`src/hw/rtl/dgte_pkg.sv`:
```
`timescale 1ns / 1ps

package dgte_pkg;

    localparam int NUMBER_W      = 32;
    localparam int MAG_W         = 31;
    localparam int POS_W         = 24;
    localparam int DIGIT_COUNT_W = 5;
    localparam int GLYPH_W       = 4;
    localparam int COLS_W        = 5;
    localparam int WIDTH_W       = 16;
    localparam int SPACING_W     = 16;
    localparam int SCALE_W       = 12;
    localparam int CFG_DATA_W    = 16;
    localparam int CFG_INDEX_W   = 2;

    localparam logic [CFG_INDEX_W-1:0] REG_TILE_COLUMNS  = 2'd0;
    localparam logic [CFG_INDEX_W-1:0] REG_CHAR_WIDTH    = 2'd1;
    localparam logic [CFG_INDEX_W-1:0] REG_GLYPH_SPACING = 2'd2;
    localparam logic [CFG_INDEX_W-1:0] REG_DRAW_SCALE    = 2'd3;

    localparam logic [COLS_W-1:0]    TILE_COLUMNS_RST  = 5'd10;
    localparam logic [WIDTH_W-1:0]   CHAR_WIDTH_RST    = 16'd4096;
    localparam logic [SPACING_W-1:0] GLYPH_SPACING_RST = 16'd0;
    localparam logic [SCALE_W-1:0]   DRAW_SCALE_RST    = 12'd256;

    localparam logic [GLYPH_W-1:0] GLYPH_PLUS  = 4'd10;
    localparam logic [GLYPH_W-1:0] GLYPH_MINUS = 4'd11;

    localparam logic [MAG_W-1:0] MAG_MAX      = 31'h7FFF_FFFF;
    localparam logic [MAG_W-1:0] DECIMAL_BASE = 31'd10;
    localparam logic [31:0]      RECIP_TEN    = 32'hCCCC_CCCD;
    localparam int               RECIP_SHIFT  = 35;

    // tile columns beyond this value all place every glyph in row 0
    localparam logic [3:0] COLS_CLIP = 4'd12;

    typedef logic [2:0] step_t;

    localparam step_t STEP_IDLE  = 3'd0;
    localparam step_t STEP_MULT  = 3'd1;
    localparam step_t STEP_PLACE = 3'd2;
    localparam step_t STEP_DIGIT = 3'd3;
    localparam step_t STEP_SIGN  = 3'd4;

    typedef enum logic [1:0] {
        COND_NEVER,
        COND_ALWAYS,
        COND_NO_START,
        COND_MORE
    } cond_t;

    typedef struct packed {
        logic load;
        logic mult;
        logic place;
        logic digit;
        logic sign;
    } ctrl_t;

    typedef struct packed {
        logic start;
        logic more;
    } flags_t;

    typedef struct packed {
        ctrl_t ctrl;
        cond_t cond;
        step_t target;
    } uword_t;

    function automatic uword_t ucode(input step_t pc);
        uword_t w;
        w = '{ctrl: '0, cond: COND_NEVER, target: STEP_IDLE};
        unique case (pc)
            STEP_IDLE:
            begin
                w.ctrl.load = 1'b1;
                w.cond      = COND_NO_START;
                w.target    = STEP_IDLE;
            end
            STEP_MULT:
            begin
                w.ctrl.mult = 1'b1;
            end
            STEP_PLACE:
            begin
                w.ctrl.place = 1'b1;
            end
            STEP_DIGIT:
            begin
                w.ctrl.digit = 1'b1;
                w.cond       = COND_MORE;
                w.target     = STEP_DIGIT;
            end
            STEP_SIGN:
            begin
                w.ctrl.sign = 1'b1;
                w.cond      = COND_ALWAYS;
                w.target    = STEP_IDLE;
            end
            default:
            begin
                w.cond   = COND_ALWAYS;
                w.target = STEP_IDLE;
            end
        endcase
        return w;
    endfunction

    // entry {glyph, columns} holds {row, col}
    typedef logic [7:0] tile_lut_t [256];

    function automatic tile_lut_t build_tile_lut();
        tile_lut_t lut;
        int v;
        int r;
        int cc;
        for (int g = 0; g < 16; g++)
        begin
            for (int c = 0; c < 16; c++)
            begin
                cc = (c == 0) ? 1 : c;
                v  = g;
                r  = 0;
                for (int s = 0; s < 16; s++)
                begin
                    if (v >= cc)
                    begin
                        v = v - cc;
                        r = r + 1;
                    end
                end
                lut[g * 16 + c] = {4'(r), 4'(v)};
            end
        end
        return lut;
    endfunction

    localparam tile_lut_t TILE_LUT = build_tile_lut();

endpackage

```
`src/hw/rtl/dgte_seq.sv`:
```
`timescale 1ns / 1ps

module dgte_seq import dgte_pkg::*;
(
    input  logic   clk,
    input  logic   rst_n,
    input  flags_t flags,
    output ctrl_t  ctrl,
    output logic   busy
);

    step_t  pc_reg;
    step_t  pc_next;
    uword_t uw;
    logic   jump;

    assign uw   = ucode(pc_reg);
    assign ctrl = uw.ctrl;
    assign busy = (pc_reg != STEP_IDLE);

    always_comb
    begin
        unique case (uw.cond)
            COND_NEVER:    jump = 1'b0;
            COND_ALWAYS:   jump = 1'b1;
            COND_NO_START: jump = !flags.start;
            COND_MORE:     jump = flags.more;
            default:       jump = 1'b1;
        endcase
        pc_next = jump ? uw.target : step_t'(pc_reg + 3'd1);
    end

    always_ff @(posedge clk or negedge rst_n)
    begin
        if (!rst_n)
        begin
            pc_reg <= STEP_IDLE;
        end
        else
        begin
            pc_reg <= pc_next;
        end
    end

endmodule

```
`src/hw/rtl/decimal_glyph_tile_emitter.sv`:
```
`timescale 1ns / 1ps
// channel   signals                                              transfer when
// ------    ---------------------------------------------------  ------------------
// input     number origin_x origin_y digit_count show_plus       start && !busy
// result    pos_x pos_y glyph_index tile_col tile_row last_glyph result_strobe
// config    cfg_index cfg_data                                   cfg_we
//
// a number passes accept, offset multiply, placement, one digit per cycle through a
// shared reciprocal multiplier, then the sign step
// the next start is taken in the cycle the sign glyph is out, or in the cycle after the
// last digit when no sign glyph is shown
// results last one cycle each, no stall; rst_n clears sequencer, strobe and config registers

module decimal_glyph_tile_emitter import dgte_pkg::*;
#(
    parameter int MAX_DIGITS = 16
)
(
    input  logic                          clk,
    input  logic                          rst_n,
    input  logic                          start,
    output logic                          busy,
    input  logic signed [NUMBER_W-1:0]    number,
    input  logic signed [POS_W-1:0]       origin_x,
    input  logic signed [POS_W-1:0]       origin_y,
    input  logic [DIGIT_COUNT_W-1:0]      digit_count,
    input  logic                          show_plus,
    output logic                          result_strobe,
    output logic signed [POS_W-1:0]       pos_x,
    output logic signed [POS_W-1:0]       pos_y,
    output logic [GLYPH_W-1:0]            glyph_index,
    output logic [3:0]                    tile_col,
    output logic [3:0]                    tile_row,
    output logic                          last_glyph,
    input  logic                          cfg_we,
    input  logic [CFG_INDEX_W-1:0]        cfg_index,
    input  logic [CFG_DATA_W-1:0]         cfg_data
);

    localparam int CNT_W = ($clog2(MAX_DIGITS + 1) > DIGIT_COUNT_W) ?
                           $clog2(MAX_DIGITS + 1) : DIGIT_COUNT_W;

    ctrl_t  ctrl;
    flags_t flags;
    logic   accept;

    logic [COLS_W-1:0]           tile_columns_reg;
    logic [WIDTH_W-1:0]          char_width_reg;
    logic signed [SPACING_W-1:0] glyph_spacing_reg;
    logic [SCALE_W-1:0]          draw_scale_reg;

    logic [MAG_W-1:0]        mag_reg;
    logic [MAG_W-1:0]        quot_reg;
    logic [POS_W-1:0]        ax_reg;
    logic [POS_W-1:0]        ay_reg;
    logic [CNT_W-1:0]        dc_reg;
    logic [CNT_W-1:0]        cnt_reg;
    logic [GLYPH_W-1:0]      sign_glyph_reg;
    logic                    has_sign_reg;
    logic [27:0]             prod_off_reg;
    logic signed [29:0]      prod_step_reg;
    logic [POS_W-1:0]        x_reg;
    logic [POS_W-1:0]        step_reg;

    logic                    strobe_reg;
    logic [POS_W-1:0]        pos_x_reg;
    logic [POS_W-1:0]        pos_y_reg;
    logic [GLYPH_W-1:0]      glyph_reg;
    logic [3:0]              tile_col_reg;
    logic [3:0]              tile_row_reg;
    logic                    last_reg;

    logic                    neg;
    logic [NUMBER_W-1:0]     mag_abs;
    logic [MAG_W-1:0]        mag_next;
    logic [CNT_W-1:0]        dc_ext;
    logic [CNT_W-1:0]        dc_next;

    logic signed [17:0]      width_sum;
    logic [27:0]             prod_off_next;
    logic signed [29:0]      prod_step_next;
    logic [28:0]             off_round;
    logic signed [30:0]      step_round;

    logic [MAG_W-1:0]        qmul_in;
    logic [62:0]             qprod;
    logic [MAG_W-1:0]        quot_next;
    logic [MAG_W-1:0]        ten_q;
    logic [GLYPH_W-1:0]      digit_val;
    logic                    fixed_len;
    logic                    more;

    logic [3:0]              cols_clip;
    logic [GLYPH_W-1:0]      glyph_sel;
    logic [7:0]              tile_entry;

    dgte_seq u_seq
    (
        .clk   (clk),
        .rst_n (rst_n),
        .flags (flags),
        .ctrl  (ctrl),
        .busy  (busy)
    );

    assign accept = ctrl.load && start;
    assign flags  = '{start: start, more: more};

    // input conditioning
    assign neg      = number[NUMBER_W-1];
    assign mag_abs  = neg ? (~number + 32'd1) : number;
    assign mag_next = mag_abs[NUMBER_W-1] ? MAG_MAX : mag_abs[MAG_W-1:0];
    assign dc_ext   = CNT_W'(digit_count);
    assign dc_next  = (dc_ext > CNT_W'(MAX_DIGITS)) ? CNT_W'(MAX_DIGITS) : dc_ext;

    // offset and step products
    assign width_sum      = 18'(glyph_spacing_reg) + $signed({2'b00, char_width_reg});
    assign prod_off_next  = 28'(draw_scale_reg) * 28'(char_width_reg);
    assign prod_step_next = 30'($signed({1'b0, draw_scale_reg})) * 30'(width_sum);
    assign off_round      = {1'b0, prod_off_reg} + 29'd128;
    assign step_round     = 31'(prod_step_reg) + 31'sd128;

    // divide by ten through the reciprocal
    assign qmul_in   = ctrl.mult ? mag_reg : quot_reg;
    assign qprod     = {32'b0, qmul_in} * {31'b0, RECIP_TEN};
    assign quot_next = MAG_W'(qprod >> RECIP_SHIFT);
    assign ten_q     = (quot_reg << 3) + (quot_reg << 1);
    assign digit_val = GLYPH_W'(mag_reg - ten_q);

    assign fixed_len = (dc_reg != '0);
    assign more      = fixed_len ? (CNT_W'(cnt_reg + CNT_W'(1)) != dc_reg)
                                 : (mag_reg >= DECIMAL_BASE);

    // tile sheet placement
    assign cols_clip  = (tile_columns_reg == '0) ? 4'd1 :
                        (tile_columns_reg > COLS_W'(COLS_CLIP)) ? COLS_CLIP :
                        tile_columns_reg[3:0];
    assign glyph_sel  = ctrl.sign ? sign_glyph_reg : digit_val;
    assign tile_entry = TILE_LUT[{glyph_sel, cols_clip}];

    always_ff @(posedge clk or negedge rst_n)
    begin
        if (!rst_n)
        begin
            tile_columns_reg  <= TILE_COLUMNS_RST;
            char_width_reg    <= CHAR_WIDTH_RST;
            glyph_spacing_reg <= GLYPH_SPACING_RST;
            draw_scale_reg    <= DRAW_SCALE_RST;
        end
        else if (cfg_we)
        begin
            unique case (cfg_index)
                REG_TILE_COLUMNS:  tile_columns_reg  <= cfg_data[COLS_W-1:0];
                REG_CHAR_WIDTH:    char_width_reg    <= cfg_data[WIDTH_W-1:0];
                REG_GLYPH_SPACING: glyph_spacing_reg <= cfg_data[SPACING_W-1:0];
                REG_DRAW_SCALE:    draw_scale_reg    <= cfg_data[SCALE_W-1:0];
                default:           tile_columns_reg  <= tile_columns_reg;
            endcase
        end
    end

    always_ff @(posedge clk or negedge rst_n)
    begin
        if (!rst_n)
        begin
            strobe_reg <= 1'b0;
        end
        else
        begin
            strobe_reg <= ctrl.digit || (ctrl.sign && has_sign_reg);
        end
    end

    always_ff @(posedge clk)
    begin
        if (accept)
        begin
            mag_reg        <= mag_next;
            ax_reg         <= origin_x;
            ay_reg         <= origin_y;
            dc_reg         <= dc_next;
            cnt_reg        <= '0;
            sign_glyph_reg <= neg ? GLYPH_MINUS : GLYPH_PLUS;
            has_sign_reg   <= neg || show_plus;
        end
        if (ctrl.mult)
        begin
            prod_off_reg  <= prod_off_next;
            prod_step_reg <= prod_step_next;
            quot_reg      <= quot_next;
        end
        if (ctrl.place)
        begin
            x_reg    <= ax_reg - POS_W'(off_round[28:8]);
            step_reg <= {step_round[30], step_round[30:8]};
        end
        if (ctrl.digit)
        begin
            mag_reg  <= quot_reg;
            quot_reg <= quot_next;
            cnt_reg  <= CNT_W'(cnt_reg + CNT_W'(1));
            x_reg    <= x_reg - step_reg;
        end
        if (ctrl.digit || ctrl.sign)
        begin
            pos_x_reg    <= x_reg;
            pos_y_reg    <= ay_reg;
            glyph_reg    <= glyph_sel;
            tile_row_reg <= tile_entry[7:4];
            tile_col_reg <= tile_entry[3:0];
            last_reg     <= ctrl.sign || (!more && !has_sign_reg);
        end
    end

    assign result_strobe = strobe_reg;
    assign pos_x         = pos_x_reg;
    assign pos_y         = pos_y_reg;
    assign glyph_index   = glyph_reg;
    assign tile_col      = tile_col_reg;
    assign tile_row      = tile_row_reg;
    assign last_glyph    = last_reg;

endmodule

```
`config.mk`:
```
export PLATFORM = sky130hd
export DESIGN_NAME = decimal_glyph_tile_emitter
export DESIGN_NICKNAME = d
export VERILOG_FILES = /design/src/hw/rtl/dgte_pkg.sv /design/src/hw/rtl/dgte_seq.sv /design/src/hw/rtl/decimal_glyph_tile_emitter.sv
export SDC_FILE = /design/constraint.sdc
export NUM_CORES = 2
export LEC_CHECK = 0
export ABC_AREA = 1
export BUFFER_PORTS_ARGS = -buffer_cell sky130_fd_sc_hd__buf_2
export CORE_ASPECT_RATIO = 1.25
export CORE_MARGIN = 2
export CORE_UTILIZATION = 40
export CTS_CLUSTER_DIAMETER = 150
export DETAILED_ROUTE_END_ITERATION = 6
export PLACE_DENSITY = 0.59
export SYNTH_ARGS = -nofsm -noshare
export SYNTH_HDL_FRONTEND = slang
export SYNTH_SLANG_ARGS = --single-unit
export TNS_END_PERCENT = 5
```
`constraint.sdc`:
```
create_clock -name clk -period 9.6 [get_ports clk]
set_input_delay 1.92 -clock clk [delete_from_list [all_inputs] [get_ports clk]]
set_output_delay 1.92 -clock clk [all_outputs]
set_load 0.01 [all_outputs]
```
# Yosys cells after proc, flatten, opt, wreduce, memory -nomap -nowiden
# Memory sizes are Yosys's and may differ from the RTL's. A register that Yosys moved wholly into a read port is not among the register bits.
# Cells that the tools add are included.
# word_totals
ff_bits	333
romBits	2048
in_bits	108
out_inout_bits	63
elab_cells	101
memories	1
# op_classes
addsub	10
multipliers	3
n_lt_le_gt_ge	3
n_eq_ne	11
n_mux	24
bitwise	2
reduce_logical	24
# mem_list
memory	words	width	rd	rd_clocked_by_memory_dff	write_ports	line_no	source
(no name shown)	256	8	1	1	0	decimal_glyph_tile_emitter.sv:139	assign tile_entry = TILE_LUT[{glyph_sel, cols_clip}];
# op_table
op	n
two-way mux 31 bit	3
two-way mux 28 bit	3
multiplier 31 x 32 -> 63 bit, second input constant	1
two-way mux 24 bit	2
adder 32 x 1 -> 32 bit, second input constant	1
two-way mux 32 bit	1
inverter 32 bit	1
adder 30 x 9 -> 31 bit, second input constant	1
greater-or-equal comparator 31 x 4 -> 1 bit, second input constant	1
multiplier 13 x 18 -> 30 bit	1
adder 28 x 8 -> 29 bit, second input constant	1
multiplier 12 x 16 -> 28 bit	1
subtractor 24 x 21 -> 24 bit	1
subtractor 24 bit	1
adder 16 x 17 -> 18 bit	1
one-hot mux 5 bit (3 select lines)	1
two-way mux 4 bit	3
two-way mux 5 bit	2
inverter 8 -> 9 bit	1
== test 2 bit, second input constant	4
AND reduction 2 bit	4
two-way mux 1 bit	7
== test 3 x 2 -> 1 bit, second input constant	2
nonzero test 2 bit	3
other kinds (21)	30

# Longest topological paths before layout
# depth
word_depth	6
depth_mapped	39
ltp_nobuf	37

# By module
# Synthesis repeated with hierarchy kept, for this count alone.
# hier_totals
hier_cells	5480
area_unflattened_um2	45308.5
# by_module_without_submodules
mod	n_inst	cells_per_inst	area_per_inst_um2	seq_area_each_um2
decimal_glyph_tile_emitter	1	5447	45055.7	9394.0
dgte_seq	1	33	252.7	75.1

# Worst setup path before layout
# Ideal clock, no wire load.
# synth_timing
path_kind	reg2reg
startpoint	register u_seq.pc_reg[1]
endpoint	register quot_reg[25], data pin
setup_ps	252
arrival_time_ps	8625
t_required_ps	9348
slack_ps	722
path_stages_with_launch	30
n_path_buf	2
synth_period_minus_slack_ps	8878
cell_sequence	dfrtp_1 > inv_1 > ha_1 > inv_1 > nor2_1 > buf_2 > buf_1 > o21ai_0 > ha_1 > inv_1 > fa_1 > fa_1 > fa_1 > inv_1 > fa_1 > fa_1 > fa_1 > inv_1 > fa_1 > inv_1 > ha_1 > a21oi_1 > a21boi_0 > o21ai_0 > a21boi_0 > nor2_1 > nor2_1 > nand2_1 > nand2_1 > nand2_1
# synth_between
elab_chain_cells	6
word_cells_on_any_way	8
classes_between	mul (1); eq/ne (2); mux (5)
# synth_rtl
item	line_no	source
start: declaration	dgte_seq.sv:12	step_t pc_reg;
start signal: assignment	dgte_seq.sv:41	pc_reg <= pc_next;
== test 3 x 1 -> 1 bit (*)	dgte_pkg.sv:75	unique case (pc)
two-way mux 1 bit (*)	dgte_pkg.sv:75	
two-way mux 31 bit (*)	decimal_glyph_tile_emitter.sv:124	assign qmul_in = ctrl.mult ? mag_reg : quot_reg;
multiplier 31 x 32 -> 63 bit (*)	decimal_glyph_tile_emitter.sv:125	assign qprod = {32'b0, qmul_in} * {31'b0, RECIP_TEN};
via qprod[60]	decimal_glyph_tile_emitter.sv:86	logic [62:0] qprod;
two-way mux 28 bit	decimal_glyph_tile_emitter.sv:186	if (ctrl.mult)
two-way mux 28 bit (*)	decimal_glyph_tile_emitter.sv:197	if (ctrl.digit)
end signal: assignment	decimal_glyph_tile_emitter.sv:190	quot_reg <= quot_next;
end signal: assignment	decimal_glyph_tile_emitter.sv:200	quot_reg <= quot_next;
end: declaration	decimal_glyph_tile_emitter.sv:53	logic [MAG_W-1:0] quot_reg;
# Mark *: on every way through the listed nets, which the timed path passes. The rest lies on a longest branch. The select of a mux whose other input is x is not followed.
# A chain may end at the register's enable or synchronous reset.

# Final worst setup path
# layout_timing
startpoint	register u_seq.pc_reg[1]
endpoint	register quot_reg[20], data pin
# The elaborated chain is that of the path after synthesis.

==> flow_summary.json <==
{
  "layout_common_cells": "1179 x inv_1, 983 x nand2_1, 565 x fa_1",
  "synth.yosys.warnings": 0,
  "end_kind": "flop",
  "track_usage_pct": 25.0,
  "grt_use_met2_pct": 45.9,
  "numCtsBuffers": 42,
  "first_global_vias": 37881,
  "max-slew-margin-rel_pct": 14.8,
  "clock_path_buffers": 3,
  "num_rows": 137,
  "area_growth_pct": 9.05,
  "post_synth.cell_area_avg_um2": 8.41,
  "synth-main-ff-cell": "edfxtp_1",
  "dieHeight_um": 378,
  "postCtsResizedCells": 0,
  "drc": 0,
  "gp_congestion": 1.03,
  "layout-drive-gt1-share_pct": 6.46,
  "dpl_cell_area_um2": 47400,
  "r2r_start": "u_seq.pc_reg[1]",
  "required_ns": 9.98,
  "ys_types": 70,
  "gr-total-overflow": 0,
  "synth_fa_ha_area_share_pct": 39.4,
  "htree_levels": 2,
  "cp_common_cell": "fa_1",
  "wl_per_cell_um": 20.3,
  "drt-pass1-iter-count": 7,
  "post-route-util_pct": 43.9,
  "timing.fmax_mhz": 118,
  "grt_pass1_wl_um": 217000,
  "hold_slack_ns": 0.407,
  "initialDrtViolationCount": 2114,
  "slew_violations": 0,
  "reg2reg_depth": 26,
  "path_clk_slew_ns": 0.07,
  "fin_crit_sh_pct": 88.0,
  "dp_hpwl_um": 121000,
  "skew_ns": 0.0566,
  "clock_latency_ns": 0.61,
  "drv_cap": 0,
  "routed-via-count": 35634,
  "cp_max_fo": 38,
  "core_region_area_um2": 111000,
  "totalWireLength_um": 141000,
  "synthMuxAreaShare_pct": 0.0223,
  "design_area_um2": 48900,
  "synthArstFlopShare_pct": 16.4,
  "r2r_slack_ns": 1.15,
  "status": "finished, final reports clean",
  "die_w_um": 304,
  "worst-slew-pin-transition_ns": 1.26,
  "finalHoldViolCount": 0,
  "hp-start": "ay_reg[10]",
  "cp-startpoint": "u_seq.pc_reg[1]",
  "synth_top_family_by_area": "adder cells",
  "synth_xor_area_share_pct": 3.37,
  "rr_endpoint": "quot_reg[20]",
  "holdCritPathClass": "reg2reg",
  "slowest_stage": "o21ai_0",
  "dieArea_um2": 115000,
  "start_util_pct": 40.3,
  "synth_simple_gate_area_share_pct": 16.4,
  "grt-busiest-layer": "met2",
  "root_buffer": "clkbuf_16",
  "ant_nets": 0,
  "mostFrequentLayoutCell": "inv_1",
  "grtUsageMet3_pct": 2.81,
  "cp-start-kind": "flop",
  "synth_fp_nets": 6514,
  "hold_buffers": 0,
  "endpoint": "quot_reg[20]",
  "cts.sinks": 324,
  "synth-edff-count": 271,
  "ios": 171,
  "largest_register_ffs": 31,
  "nets": 6661,
  "io_buffer_count": 170,
  "netlist_area_um2": 44900,
  "rsz0062_at_grt": "no",
  "yosysSeqAreaShare_pct": 21.1,
  "grt_start_max_net_pins": 62,
  "crit_type": "reg2reg",
  "crit_arrival_ns": 8.82,
  "viasPerCell": 5.11,
  "synth_compound_area_share_pct": 8.73,
  "synthCells": 5332,
  "cts_tree": "done",
  "antenna_found_initial": 5,
  "grt_util_met1_pct": 27.7,
  "setup_viol": 0,
  "cts_setup_buffers": 0,
  "ys_ff_latch": 324,
  "setup_tns_ns": 0,
  "post-route-min-period_ns": 8.45,
  "max_stage_delay_ns": 0.89
}
synthesized netlist by cell type (7+ instances only):
| cell type | number | area share [%] |
|---|---|---|
| buf_1 | 8 | 0.067 |
| a21oi_1 | 250 | 2.8 |
| buf_2 | 14 | 0.16 |
| nand2_1 | 984 | 8.2 |
| a22oi_1 | 7 | 0.12 |
| o31ai_1 | 10 | 0.17 |
| o21ai_0 | 247 | 2.8 |
| a21o_1 | 31 | 0.52 |
| o21bai_1 | 24 | 0.40 |
| a211oi_1 | 7 | 0.12 |
| nand4_1 | 34 | 0.47 |
| o21ai_1 | 9 | 0.10 |
| edfxtp_1 | 271 | 18 |
| nand2_2 | 8 | 0.11 |
| o21a_1 | 16 | 0.27 |
| nor4_1 | 23 | 0.32 |
| inv_1 | 1179 | 9.9 |
| a31oi_1 | 22 | 0.31 |
| xor2_1 | 113 | 2.2 |
| clkbuf_1 | 75 | 0.63 |
| nand3b_1 | 8 | 0.13 |
| dfrtp_1 | 49 | 2.7 |
| or2_2 | 23 | 0.32 |
| a21boi_0 | 14 | 0.23 |
| o211ai_1 | 9 | 0.15 |
| nor2_1 | 429 | 3.6 |
| xnor2_1 | 56 | 1.1 |
| nor3_1 | 59 | 0.66 |
| nand3_1 | 193 | 2.2 |
| ha_1 | 509 | 14 |
| fa_1 | 565 | 25 |
through the flow:
stage / setup WS (ns) / std cells
2_1_floorplan: 0.722 / 5332
3_3_place_gp: 1.38 / 6894
3_5_place_dp: 1.24 / 6894
4_1_cts: 1.22 / 6970
5_1_grt: 0.718 / 6971
6_report: 1.15 / 6973
routing by layer:
metal	up-vias	part of all wire [%]
met5	-	0.028
met1	17272	37
li1	17079	-
met4	6	6.8
met2	938	52
met3	339	4.1
logic make-up (layout without fill, tap and decap cells):
group	Yosys count	in the layout
compound gates	685	685
xor+xnor	171	171
fa+ha+maj	1074	1074
buf+inv	1294	1473
flops	324	324
mux	1	1
other cells	0	3
simple gates	1783	1783
cell type report:
type | count | area, um2
Clock inverter | 30 | 432
Inverter | 1190 | 4470
Tap cell | 1459 | 1830
Antenna cell | 3 | 7.51
Sequential cell | 324 | 9470
Clock buffer | 46 | 1070
Multi-Input combinational cell | 3714 | 30500
Timing Repair Buffer | 207 | 1130
Fill cell | 11243 | 62500
critical path: cells and delay by family, from the launching register on:
family	cells	cell delay [ns]
adders and majority gates	10	4.62
and+or+nand+nor	3	0.28
AOI/OAI and AO/OA	6	2.04
DFF	1	0.40
buffers and inverters	7	0.87
how the worst min path moves through the flow:
stage / to / slack [ns] / cells after the start
after floorplan: pos_y[0] / 0.40 / 0
after global placement: pos_y[19] / 0.40 / 0
after global routing: pos_y[20] / 0.43 / 0
final: pos_y[10] / 0.41 / 0
after detailed placement: pos_y[0] / 0.40 / 0
after CTS: pos_y[10] / 0.41 / 0
Power is left out: the tool's default activity adds up to more than one toggle a clock period on the data nets, which glitch-free logic cannot reach.
